[config.mk]
export PLATFORM = sky130hd
export DESIGN_NAME = button_debounce_click_relay_toggle
export DESIGN_NICKNAME = d
export VERILOG_FILES = /design/src/hw/rtl/bdcrt_pkg.sv /design/src/hw/rtl/bdcrt_button.sv /design/src/hw/rtl/bdcrt_relay.sv /design/src/hw/rtl/button_debounce_click_relay_toggle.sv
export SDC_FILE = /design/constraint.sdc
export NUM_CORES = 1
export LEC_CHECK = 0
export ABC_AREA = 1
export BUFFER_PORTS_ARGS = -buffer_cell sky130_fd_sc_hd__buf_2
export CAP_MARGIN = 20
export CORE_UTILIZATION = 28
export DETAILED_ROUTE_END_ITERATION = 6
export GPL_TIMING_DRIVEN = 0
export SLEW_MARGIN = 20
export SYNTH_ARGS = -nofsm -noshare
export SYNTH_HDL_FRONTEND = slang
export SYNTH_HIERARCHICAL = 1
export SYNTH_SLANG_ARGS = --single-unit
[constraint.sdc]
create_clock -name clk -period 9.2 [get_ports clk]
set_input_delay 0 -clock clk [delete_from_list [all_inputs] [get_ports clk]]
set_output_delay 0 -clock clk [all_outputs]
set_load 0.05 [all_outputs]
[src/hw/rtl/bdcrt_pkg.sv]
package bdcrt_pkg;

	localparam int NUM_SWITCHES_DEF = 8;
	localparam int MAX_SWITCHES     = 8;

	localparam int POLL_W  = 10;
	localparam int TIME_W  = 16;
	localparam int CDOWN_W = 8;
	localparam int CFG_W   = 16;
	localparam int CFG_IDX_W = 2;

	localparam logic [POLL_W-1:0]  POLL_STEP_RST   = 10'd10;
	localparam logic [TIME_W-1:0]  DEBOUNCE_RST    = 16'd50;
	localparam logic [TIME_W-1:0]  DCLICK_RST      = 16'd300;
	localparam logic               ACTIVE_LVL_RST  = 1'b1;
	localparam logic [TIME_W-1:0]  TIME_MAX        = 16'hFFFF;
	localparam logic [CDOWN_W-1:0] SUPPLY_HOLD     = 8'd200;

	localparam int IN_DATA_W  = 24;
	localparam int OUT_DATA_W = 48;

	typedef enum logic [CFG_IDX_W-1:0] {
		REG_POLL_STEP  = 2'd0,
		REG_DEBOUNCE   = 2'd1,
		REG_DCLICK     = 2'd2,
		REG_ACTIVE_LVL = 2'd3
	} cfg_reg_t;

	typedef enum logic [2:0] {
		PH_IDLE  = 3'd0,
		PH_PUSH1 = 3'd1,
		PH_REL1  = 3'd2,
		PH_PUSH2 = 3'd3,
		PH_REL2  = 3'd4
	} click_phase_t;

	typedef struct packed {
		logic [POLL_W-1:0] poll_step;
		logic [TIME_W-1:0] debounce;
		logic [TIME_W-1:0] dclick;
	} btn_cfg_t;

	typedef struct packed {
		logic push;
		logic dbl;
		logic rel;
	} btn_evt_t;

endpackage

[src/hw/rtl/bdcrt_button.sv]
module bdcrt_button (
	input  logic              clk,
	input  logic              arst_n,
	input  logic              tick,
	input  logic              raw,
	input  bdcrt_pkg::btn_cfg_t cfg,
	output bdcrt_pkg::btn_evt_t evt
);
	import bdcrt_pkg::*;

	logic              raw_last_q;
	logic              filt_q;
	logic [TIME_W-1:0] stable_q;
	click_phase_t      phase_q;

	logic              filt_d;
	logic [TIME_W-1:0] stable_d;
	logic [TIME_W:0]   sum;
	click_phase_t      phase_d;

	always_ff @(posedge clk or negedge arst_n) begin
		if (!arst_n) begin
			raw_last_q <= 1'b0;
			filt_q     <= 1'b0;
			stable_q   <= '0;
			phase_q    <= PH_IDLE;
		end else if (tick) begin
			raw_last_q <= raw;
			filt_q     <= filt_d;
			stable_q   <= stable_d;
			phase_q    <= phase_d;
		end
	end

	always_comb begin
		sum = {1'b0, stable_q} + {{(TIME_W+1-POLL_W){1'b0}}, cfg.poll_step};
		filt_d = filt_q;
		if (raw_last_q == raw) begin
			stable_d = sum[TIME_W] ? TIME_MAX : sum[TIME_W-1:0];
			if (stable_d >= cfg.debounce) begin
				filt_d = raw;
			end
		end else begin
			stable_d = '0;
		end
	end

	always_comb begin
		phase_d = phase_q;
		evt     = '0;
		case (phase_q)
			PH_IDLE: begin
				if (filt_d) begin
					phase_d  = PH_PUSH1;
					evt.push = 1'b1;
				end
			end
			PH_PUSH1, PH_PUSH2: begin
				if (!filt_d) begin
					phase_d = (phase_q == PH_PUSH1) ? PH_REL1 : PH_REL2;
					evt.rel = 1'b1;
				end
			end
			PH_REL1: begin
				if (!filt_d && stable_d >= cfg.dclick) begin
					phase_d = PH_IDLE;
				end else if (filt_d) begin
					phase_d = PH_PUSH2;
					evt.dbl = 1'b1;
				end
			end
			default: phase_d = PH_IDLE;
		endcase
	end

endmodule

[src/hw/rtl/bdcrt_relay.sv]
module bdcrt_relay #(
	parameter int NUM_SWITCHES = bdcrt_pkg::NUM_SWITCHES_DEF
) (
	input  logic                    clk,
	input  logic                    arst_n,
	input  logic                    go,
	input  logic                    func,
	input  logic [7:0]              switch_index,
	input  logic                    switch_value,
	input  logic [NUM_SWITCHES-1:0] toggle,
	input  logic                    active_lvl,
	output logic [NUM_SWITCHES-1:0] switch_d,
	output logic [NUM_SWITCHES-1:0] relay_d,
	output logic                    supply_d
);
	import bdcrt_pkg::*;

	logic [NUM_SWITCHES-1:0] switch_q;
	logic                    supply_q;
	logic [CDOWN_W-1:0]      cdown_q;
	logic [CDOWN_W-1:0]      cdown_d;
	logic                    set_hit;

	always_ff @(posedge clk or negedge arst_n) begin
		if (!arst_n) begin
			switch_q <= '0;
			supply_q <= 1'b1;
			cdown_q  <= '0;
		end else if (go) begin
			switch_q <= switch_d;
			supply_q <= supply_d;
			cdown_q  <= cdown_d;
		end
	end

	always_comb begin
		switch_d = switch_q;
		supply_d = supply_q;
		cdown_d  = cdown_q;
		set_hit  = 1'b0;
		if (func) begin
			for (int i = 0; i < NUM_SWITCHES; i++) begin
				if (switch_index == 8'(i)) begin
					switch_d[i] = switch_value;
					set_hit     = 1'b1;
				end
			end
		end else begin
			// count down first, a toggle on this tick reloads
			if (cdown_q != '0) begin
				cdown_d = cdown_q - CDOWN_W'(1);
				if (cdown_d == '0) begin
					supply_d = 1'b0;
				end
			end
			switch_d = switch_q ^ toggle;
			set_hit  = |toggle;
		end
		if (set_hit) begin
			supply_d = 1'b1;
			cdown_d  = SUPPLY_HOLD;
		end
		for (int i = 0; i < NUM_SWITCHES; i++) begin
			relay_d[i] = switch_d[i] ? active_lvl : ~active_lvl;
		end
	end

endmodule

[src/hw/rtl/button_debounce_click_relay_toggle.sv]
// Channel   Handshake            Payload
// s_*       s_tvalid/s_tready    tuser: func; tdata: buttons_raw, switch_index, switch_value
// m_*       m_tvalid/m_tready    tdata: relays, supply, states, push, double, release
// cfg_*     cfg_we (no wait)     cfg_index, cfg_wdata
//
// One beat per cycle sustained while m_tready stays high; a beat is held in the input register
// and its result is written into the output register once the output can take it.
// All buttons update in parallel in the single logic pass between the two.
// Reset (arst_n low) clears both registers, buttons, switches and countdown;
// supply starts high. A stalled output holds the input register, and s_tready
// drops only while both registers are full and m_tready is low.
module button_debounce_click_relay_toggle #(
	parameter int NUM_SWITCHES = bdcrt_pkg::NUM_SWITCHES_DEF
) (
	input  logic                             clk,
	input  logic                             arst_n,
	input  logic                             s_tvalid,
	output logic                             s_tready,
	// [7:0] buttons_raw, [15:8] switch_index, [16] switch_value, rest zero
	input  logic [bdcrt_pkg::IN_DATA_W-1:0]  s_tdata,
	// [0] func
	input  logic                             s_tuser,
	output logic                             m_tvalid,
	input  logic                             m_tready,
	// [7:0] relay_levels, [8] supply_level, [16:9] switch_states,
	// [24:17] push_mask, [32:25] double_mask, [40:33] release_mask, rest zero
	output logic [bdcrt_pkg::OUT_DATA_W-1:0] m_tdata,
	input  logic                             cfg_we,
	input  logic [bdcrt_pkg::CFG_IDX_W-1:0]  cfg_index,
	input  logic [bdcrt_pkg::CFG_W-1:0]      cfg_wdata
);
	import bdcrt_pkg::*;

	btn_cfg_t cfg_q;
	logic     active_lvl_q;

	logic       valid_s1;
	logic       func_s1;
	logic [7:0] raw_s1;
	logic [7:0] idx_s1;
	logic       val_s1;

	logic                    go;
	logic                    tick;
	logic                    m_valid_q;
	logic [OUT_DATA_W-1:0]   m_data_q;

	logic [NUM_SWITCHES-1:0] push_v, dbl_v, rel_v;
	logic [NUM_SWITCHES-1:0] switch_d, relay_d;
	logic                    supply_d;

	always_ff @(posedge clk or negedge arst_n) begin
		if (!arst_n) begin
			cfg_q.poll_step <= POLL_STEP_RST;
			cfg_q.debounce  <= DEBOUNCE_RST;
			cfg_q.dclick    <= DCLICK_RST;
			active_lvl_q    <= ACTIVE_LVL_RST;
		end else if (cfg_we) begin
			case (cfg_reg_t'(cfg_index))
				REG_POLL_STEP:  cfg_q.poll_step <= cfg_wdata[POLL_W-1:0];
				REG_DEBOUNCE:   cfg_q.debounce  <= cfg_wdata[TIME_W-1:0];
				REG_DCLICK:     cfg_q.dclick    <= cfg_wdata[TIME_W-1:0];
				REG_ACTIVE_LVL: active_lvl_q    <= cfg_wdata[0];
				default: ;
			endcase
		end
	end

	assign go       = valid_s1 && (!m_valid_q || m_tready);
	assign tick     = go && !func_s1;
	assign s_tready = !valid_s1 || go;

	always_ff @(posedge clk or negedge arst_n) begin
		if (!arst_n) begin
			valid_s1 <= 1'b0;
		end else if (s_tready) begin
			valid_s1 <= s_tvalid;
		end
	end

	always_ff @(posedge clk) begin
		if (s_tready && s_tvalid) begin
			func_s1 <= s_tuser;
			raw_s1  <= s_tdata[7:0];
			idx_s1  <= s_tdata[15:8];
			val_s1  <= s_tdata[16];
		end
	end

	for (genvar i = 0; i < NUM_SWITCHES; i++) begin : g_btn
		btn_evt_t evt;

		bdcrt_button u_button (
			.clk    (clk),
			.arst_n (arst_n),
			.tick   (tick),
			.raw    (raw_s1[i]),
			.cfg    (cfg_q),
			.evt    (evt)
		);

		// events only count on a tick
		assign push_v[i] = evt.push && !func_s1;
		assign dbl_v[i]  = evt.dbl && !func_s1;
		assign rel_v[i]  = evt.rel && !func_s1;
	end

	bdcrt_relay #(
		.NUM_SWITCHES (NUM_SWITCHES)
	) u_relay (
		.clk          (clk),
		.arst_n       (arst_n),
		.go           (go),
		.func         (func_s1),
		.switch_index (idx_s1),
		.switch_value (val_s1),
		.toggle       (push_v | dbl_v),
		.active_lvl   (active_lvl_q),
		.switch_d     (switch_d),
		.relay_d      (relay_d),
		.supply_d     (supply_d)
	);

	always_ff @(posedge clk or negedge arst_n) begin
		if (!arst_n) begin
			m_valid_q <= 1'b0;
		end else if (go) begin
			m_valid_q <= 1'b1;
		end else if (m_tready) begin
			m_valid_q <= 1'b0;
		end
	end

	always_ff @(posedge clk) begin
		if (go) begin
			m_data_q <= {7'd0, 8'(rel_v), 8'(dbl_v), 8'(push_v), 8'(switch_d),
				supply_d, 8'(relay_d)};
		end
	end

	assign m_tvalid = m_valid_q;
	assign m_tdata  = m_data_q;

`ifndef SYNTH
	a_hold_s1: assert property (@(posedge clk) disable iff (!arst_n)
		valid_s1 && !go |=> valid_s1 && $stable(idx_s1) && $stable(raw_s1)
			&& $stable(func_s1))
		else $error("input register changed while stalled");

	a_set_no_events: assert property (@(posedge clk) disable iff (!arst_n)
		go && func_s1 |=> m_tdata[40:17] == 24'd0)
		else $error("event mask set on a switch command");

	a_set_supply: assert property (@(posedge clk) disable iff (!arst_n)
		go && func_s1 && (idx_s1 < 8'(NUM_SWITCHES)) |=> m_tdata[8])
		else $error("supply not raised by switch command");

	a_evt_disjoint: assert property (@(posedge clk) disable iff (!arst_n)
		m_tvalid |-> ((m_tdata[24:17] & m_tdata[32:25]) | (m_tdata[24:17] & m_tdata[40:33])
			| (m_tdata[32:25] & m_tdata[40:33])) == 8'd0)
		else $error("button emitted two events in one tick");
`endif

endmodule

-- Word-level counts from Yosys, hierarchy flattened
Cells that the tools add are included.
- bits in registers: 289
- bits in latches: 0
- RAM bits: 0
- bits in read-only memories: 0
- output and inout bits: 50
- logic and storage cells: 388
- memories: 0
- add/subtract/negate cells: 9
- multiply operators: 0
- div/mod/pow operators: 0
- magnitude comparators: 16
- equal/unequal tests: 67
- shifts and indexed selects: 0
- muxes and demuxes: 163
- bitwise logic cells: 3
- reductions and logical operators: 84
- operator list (operator ; number):
    $ge 16x16->1 ; 16
    $mux 16 ; 16
    $add 16x10->17 ; 8
    $mux 3 ; 40
    $mux 1 ; 95
    $pmux 3 s3 ; 8
    $eq 3x2->1 const B ; 16
    $logic_and 1x1->1 ; 35
    $eq 8x3->1 const B ; 4
    $mux 8 ; 4
    $reduce_and 4->1 ; 8
    $eq 3x1->1 const B ; 8
    $logic_not 3->1 ; 8
    $ne 3x1->1 const B ; 8
    $ne 2x1->1 const B ; 9
    $eq 8x2->1 const B ; 2
    $logic_not 8->1 ; 2
    $ne 2x2->1 const B ; 8
    $reduce_or 2->1 ; 8
    $logic_not 1->1 ; 11
    $eq 1x1->1 ; 8
    $eq 8x1->1 const B ; 1
    $or 8x8->8 ; 1
    $reduce_and 2->1 ; 4
    other kinds (11) ; 14

-- Depth between registers and ports, before layout
Gate-level depths: netlist of run 1.
- depth in word-level cells: 15
- gate-level depth with buffers: 37
- mapped depth without buffers: 37

-- Cells and area by module
Netlist of run 1, hierarchy kept.
- modules (own cells, without submodules) (module ; times used ; cells an instance ; area an instance (um2)):
    bdcrt_button at g_btn[0].u_button ... ; 3 ; 394 ; 2722.6
    bdcrt_button at g_btn[4].u_button ... ; 3 ; 396 ; 2686.3
    button_debounce_click_relay_toggle ; 1 ; 332 ; 4002.6
    bdcrt_button at g_btn[2].u_button ; 1 ; 396 ; 2707.6
    bdcrt_button at g_btn[7].u_button ; 1 ; 378 ; 2547.4
    bdcrt_relay ; 1 ; 225 ; 1457.6

-- Least setup slack after synthesis of run 1
OpenSTA, ideal clock, no wires.
- path kind: register -> register
- start: reg cfg_q[32] (netlist name)
- end: reg u_relay.cdown_q[3]
- arrival time: 3.972 ns
- required time: 9.083 ns
- setup slack: 5.111 ns
- stages on the path, launching flop included: 35
- clock period less this slack: 4.089 ns
- cells stage by stage: dfrtp_1 -> ha_1 -> fa_1 -> nand3_1 -> nand2_2 -> nand3_1 -> o211ai_2 -> nand2_4 -> inv_4 -> or2_4 -> ha_1 -> nand2_1 -> inv_2 -> nand2_1 -> nand2_1 -> nor2_1 -> nand2_1 -> nand2_1 -> nand2_1 -> nand2_1 -> nand2_2 -> nand2_2 -> inv_1 -> nor3_1 -> inv_1 -> a21oi_1 -> nor2_1 -> nand2_1 -> nor2_1 -> nand2_2 -> nand2_4 -> a21oi_4 -> nand2_2 -> nor2_1 -> nor2_1
- RTL lines (what ; line ; RTL):
    from (decl) ; button_debounce_click_relay_toggle.sv:34 ; btn_cfg_t cfg_q;
    to (signal assigned) ; bdcrt_relay.sv:32 ; cdown_q <= cdown_d;
    to (decl) ; bdcrt_relay.sv:20 ; logic [CDOWN_W-1:0] cdown_q;

==> flow_summary.toml, run 1 <==
[outcome]
status = "finished, final reports clean"

[layout]
area_growth_pct = 15.0
layout.cells.non_filler = 5186
nets = 4285
layout-drive-gt1-share_pct = 15.3
final_util_pct = 32.6

[logic_synthesis]
synth_compound_area_share_pct = 11.1
synthTopCellsByArea = "dfrtp_1, ha_1, nand2_1"
synthFlopType = "dfrtp_1"
synthesis.area_um2 = 26900
synth-seq-cells = 289
syn_area_per_cell_um2 = 7.28
synth_warnings = 6
synthArstFlopShare_pct = 79.6
synthAdderAreaFrac_pct = 16.3
yosysUniqueCellTypes = 56
yosys-mux-area-fraction_pct = 0
synth_most_common_cell = "nand2_1"
netlist.area_leader.share_pct = 20.3
synth-simple-area-share_pct = 31.2
yosys.area.top_type = "dfrtp_1"
synth_edf_count = 59
synthTopCellsByCount = "nand2_1, inv_1, ha_1"
yosysSeqAreaShare_pct = 28.0
synth_top_family_by_area = "simple AND/OR/NAND/NOR gates"
synthCells = 3701
synth_xor_area_share_pct = 1.92

[power]
power_mw = 8.44
ir_drop_mv = 0.131
p_per_area_nw_per_um2 = 272
p_leak_nw = 16.9

[timing]
finalCriticalPeriod_ps = 5720
post-route-period-util_pct = 62.2
setup_violations = 0
tightestPinTransition_ps = 1160
rsz0062_at_grt = "no"
max_freq_mhz = 175
hold_ws_ps = 20.7
hold_violations = 0
slew_headroom_pct = 22.7
clock_skew_ps = 25.1
finalSetupTns_ps = 0
maxSlewViolCount = 0

[worst_setup_path]
crit_fanout = 9
critPathArrivalTime_ps = 6180
crit_slowest_cell = "dfrtp_1"
cp.required_ps = 9660
rr_worst_depth = 33
cp_num_cells = 33
crit_top_cell = "nand2_1"
crit_family = "simple AND/OR/NAND/NOR gates"
crit_buf_inv = 4
crit_type = "reg2reg"
start_kind = "flop"
cp_slowest_stage_delay_ps = 700
end_kind = "flop"

[drt]
drt-pass1-iter-count = 5
wirelength_um = 81600
route.detailed.drc = 0
dr_total_vias = 23900
antenna_left = 0
dr.first_iter.drc_count = 1606
viasPerCell = 4.61
routedWlPerCell_um = 15.7

[global_route]
track_usage_pct = 16.7
grt_pass1_wl_um = 127000
grt_pass1_vias = 23100
overflow = 0
grt_max_degree = 68
grt_antenna_before_repair = 2

[placement]
port_buffers = 83
dp_cells = 5060
routabilityCongestion = 0.906
hpwl_um = 59100

[die]
io-pin-count = 98
die_area_um2 = 97500
dieHeight_um = 312
core-area_um2 = 95200
fp.dieW_um = 312
rows = 113
initial_utilization_pct = 28.3

[clocking]
clk_latency_ps = 580
cts-root-buf = "clkbuf_16"
clk_pin_slew_worst_paths_ps = 60
cts_tree = "built"
cts.sinks = 289
clockBufferDepth = 3
htreeDepth = 2
numCtsBuffers = 38

[worst_hold_path]
min_path_type = "in2async"

[run]
cap_violations = 0
==> registers in the layout (all words and copies together), names as in the netlist, 24 cells and up <==
| signal | flops |
|---|---|
| g_btn.u_button/stable_q | 128 |
| m_tdata | 41 |
| cfg_q | 42 |
| g_btn.u_button/phase_q | 24 |
==> where the power goes <==
group / switching [mW] / internal (mW) / total (mW) / leakage (nW)
clock network: 0.633 / 0.939 / 1.57 / 0.637
logic: 2.86 / 1.85 / 4.71 / 12.7
registers: 0.478 / 1.68 / 2.16 / 3.57
total: 3.97 / 4.47 / 8.44 / 16.9
==> area by class of cell <==
| type | instances | area (um^2) |
|---|---|---|
| Fill cell | 10200 | 64200 |
| Inverter | 698 | 2640 |
| Tap cell | 1265 | 1580 |
| Sequential cell | 289 | 7540 |
| Multi-Input combinational cell | 2652 | 16300 |
| Timing Repair Buffer | 143 | 1120 |
| Clock inverter | 27 | 299 |
| Clock buffer | 43 | 1010 |
| Antenna cell | 1 | 2.50 |
| Buffer | 68 | 452 |
==> what timing repair did <==
action                    CTS  global route
hold buffers               55             0
hold endpoints to repair  223             0
resized for setup           0             0
setup buffers               0             0
==> cells in the final DEF (no fill, tap or decap), drive strengths merged, types with 26 or more instances in the layout <==
cell type / n
ha: 339
a21oi: 188
nand4: 85
nor3: 31
edfxtp: 59
or2: 71
inv: 691
o21ai: 226
nand3: 227
buf: 135
clkbuf: 65
nor2: 245
xor2: 47
dlygate4sd3: 54
clkinv: 26
dfrtp: 219
nand2: 1091
==> metal layers <==
| layer | wire length [um] | part of all wire, % | track usage (%) | vias up |
|---|---|---|---|---|
| met4 | 2570 | 3.1 | 5.65 | 2 |
| li1 | - | - | - | 12200 |
| met1 | 37800 | 46 | 22.4 | 11100 |
| met3 | 4320 | 5.3 | 2.04 | 113 |
| met5 | 10 | 0.012 | 0 | - |
| met2 | 36800 | 45 | 27.5 | 500 |
==> through the flow <==
stage	setup WS [ps]	area, um^2
after floorplan	5110	27000
after global placement	3470	29000
after detailed placement	3490	29100
after CTS	3470	31000
after global routing	3080	31000
final	3480	31000
==> kinds of logic (layout without fill, tap and decap cells) <==
group	after synthesis	count (layout)
flip-flops	289	289
adder cells (fa/ha/maj)	347	347
XOR/XNOR	59	59
other	1	8
AND/OR/NAND/NOR	1773	1773
AO/OA/AOI/OAI	466	466
buffers and inverters	766	979
==> final timing paths <==
check	end	startpoint	slack (ps)
max reg2reg	u_relay/cdown_q[3]	cfg_q[32]	3480
min reg2reg	u_relay/supply_q	u_relay/supply_q	470
max	u_relay/cdown_q[3]	cfg_q[32]	3480
min	g_btn[0].u_button/stable_q[14]	arst_n	20
max in group asynchronous	active_lvl_q	arst_n	8470
min in group clk	idx_s1[6]	s_tdata[14]	150
==> tightest hold or removal path: stages <==
cell           delay (ps)
dlygate4sd3_1         560
buf_8                 150
buf_16                230
No activity file was read; power rests on OpenSTA's default activity.
==> run 2: changes to the inputs <==
==> constraint.sdc (replaced) <==
create_clock -name clk -period 4.72 [get_ports clk]
set_input_delay 0 -clock clk [delete_from_list [all_inputs] [get_ports clk]]
set_output_delay 0 -clock clk [all_outputs]
set_load 0.05 [all_outputs]
==> run 2 against run 1 <==
The flow now finishes with violations (setup timing). Final cell count rose by 1.8%. Combinational power rose by 120%. Global-route usage rose by 0.12 points. Wire length rose by 3.7%. Clock skew fell by 3.0 ps. Sequential share of layout area fell by 1.5 points. Design area rose by 6.9%. Sequential power rose by 94%. Clock power rose by 96%. First-iteration DRC count rose by 1.7%. Critical path type unchanged. Critical endpoint is now m_tdata[2]. Largest cell class unchanged. Highest routed layer unchanged.
==> flow_summary.toml, run 2 (synthesized netlist as in run 1, its figures left out) <==
[layout]
area_growth_pct = 23.0
seq_area_um2 = 7580
num-fill-cells = 9965
final_cell_mix = "nand2_1, inv_1, ha_1"
top_register = "g_btn.u_button/stable_q"
final_util_pct = 34.8
layout.cells.non_filler = 5281
nets = 4381
layout-drive-gt1-share_pct = 21.6
largest_reg_flops = 128
multiInputGateArea_um2 = 17500
num_antenna_cells = 0
layout_commonest_cell = "nand2_1"

[global_route]
grt_pass1_vias = 23400
grt_antenna_before_repair = 2
grt_max_degree = 68
overflow = 0
track_usage_pct = 16.8
grt_pass1_wl_um = 129000

[clocking]
htreeDepth = 2
clockBufferDepth = 3
clk_latency_ps = 580
cts_tree = "built"
numCtsBuffers = 38
cts-root-buf = "clkbuf_16"
clk_pin_slew_worst_paths_ps = 60
cts.sinks = 289

[timing]
tightestPinTransition_ps = 1160
maxSlewViolCount = 0
hold_ws_ps = 20.6
post-route-period-util_pct = 101
finalCriticalPeriod_ps = 4770
max_freq_mhz = 210
clock_skew_ps = 22.1
hold_violations = 0
slew_headroom_pct = 22.4
setup_violations = 3
layout_setup_ws_ps = -49.5
rsz0062_at_grt = "yes"

[drt]
wl_met1_um = 38700
antenna_left = 0
wl_met3_um = 4640
dr_total_vias = 24600
dr.first_iter.drc_count = 1633
met2RoutedLength_um = 38400
drt-pass1-iter-count = 5
top_layer_used = "met5"
routedWlPerCell_um = 16.0
route.detailed.drc = 0
viasPerCell = 4.67
wirelength_um = 84600

[die]
die_area_um2 = 97500
initial_utilization_pct = 28.3
core-area_um2 = 95200
rows = 113
dieHeight_um = 312
io-pin-count = 98
fp.dieW_um = 312

[placement]
hpwl_um = 59100
port_buffers = 83
dp_cells = 5060
routabilityCongestion = 0.906

[worst_setup_path]
cp.required_ps = 5010
crit_fanout = 8
cp_slowest_stage_delay_ps = 530
crit_type = "reg2reg"
crit_top_cell = "nand2_4"
crit_slowest_cell = "dfrtp_4"
start_kind = "flop"
critPathArrivalTime_ps = 5060
end_kind = "flop"

[power]
ir_drop_mv = 0.254
p_per_area_nw_per_um2 = 528
p_leak_nw = 17.6
power_mw = 17.5

[outcome]
violations = "setup timing"
status = "finished with violations"

[run]
cap_violations = 0

[worst_hold_path]
min_path_type = "in2async"
-- run 2: cell count changes in the layout (fill, tap and decap cells not counted), moves of 12 or more --
cell,before,now
ha_4,0,34
buf_4,18,93
inv_1,665,651
nand2_1,966,923
nand3_1,163,145
buf_12,1,17
nand2_2,107,131
ha_1,339,297
nand3_2,56,68
nand2_4,18,37
a21oi_1,152,134
-- run 2: per-stage QoR --
step	TNS, ps	area, um^2	setup slack (ps)
CTS	0	31600	4.58
global placement	-309630	29000	-1010
global route	-2590	33100	-217
detailed placement	-16500	29100	-993
floorplan	0	27000	631
finish	-72.8	33100	-49.5
-- run 2: area by class of cell --
type,instances,area share (%)
Sequential cell,289,22.9
Buffer,68,1.51
Multi-Input combinational cell,2652,52.7
Clock buffer,43,3.05
Tap cell,1265,4.78
Clock inverter,27,0.902
Inverter,698,8.04
Timing Repair Buffer,239,6.18
-- run 2: final timing paths --
path / slack, ps / depth (start not counted) / endpoint / startpoint
worst max-delay path: -50 / 31 / m_tdata[2] / cfg_q[32]
worst min-delay path: 20 / 3 / g_btn[0].u_button/stable_q[14] / arst_n
worst max register to register: -50 / 31 / m_tdata[2] / cfg_q[32]
worst min register to register: 480 / 2 / u_relay/supply_q / u_relay/supply_q
max in group asynchronous: 3980 / 4 / active_lvl_q / arst_n
min in group clk: 150 / 2 / idx_s1[6] / s_tdata[14]
-- run 2: power breakdown --
part           internal, mW  switching, mW
clock                  1.83           1.24
sequential             3.29          0.906
combinational          4.18           6.06
-- run 2: routing by layer --
metal  GRT usage, %  vias up
met2           27.8      603
met5              0        -
met3           1.90      119
met4           5.58        2
li1               -    12400
met1           22.6    11500
-- run 2: critical path, delay by kind of cell (launching register included) --
family	cells	cell delay, ps
and+or+nand+nor	12	1360
buffers and inverters	9	910
adders and majority gates	3	770
AOI/OAI and AO/OA	5	710
DFF	1	530
xor gates and xnor gates	2	160
-- run 2: what timing repair did --
| action | 4_1_cts | 5_1_grt |
|---|---|---|
| pin swaps | 34 | 101 |
| hold endpoints to repair | 223 | 0 |
| hold buffers | 55 | 0 |
| setup buffers | 36 | 58 |
| cloned | 0 | 2 |
| gates resized for setup | 84 | 179 |
| setup endpoints to repair | 31 | 34 |
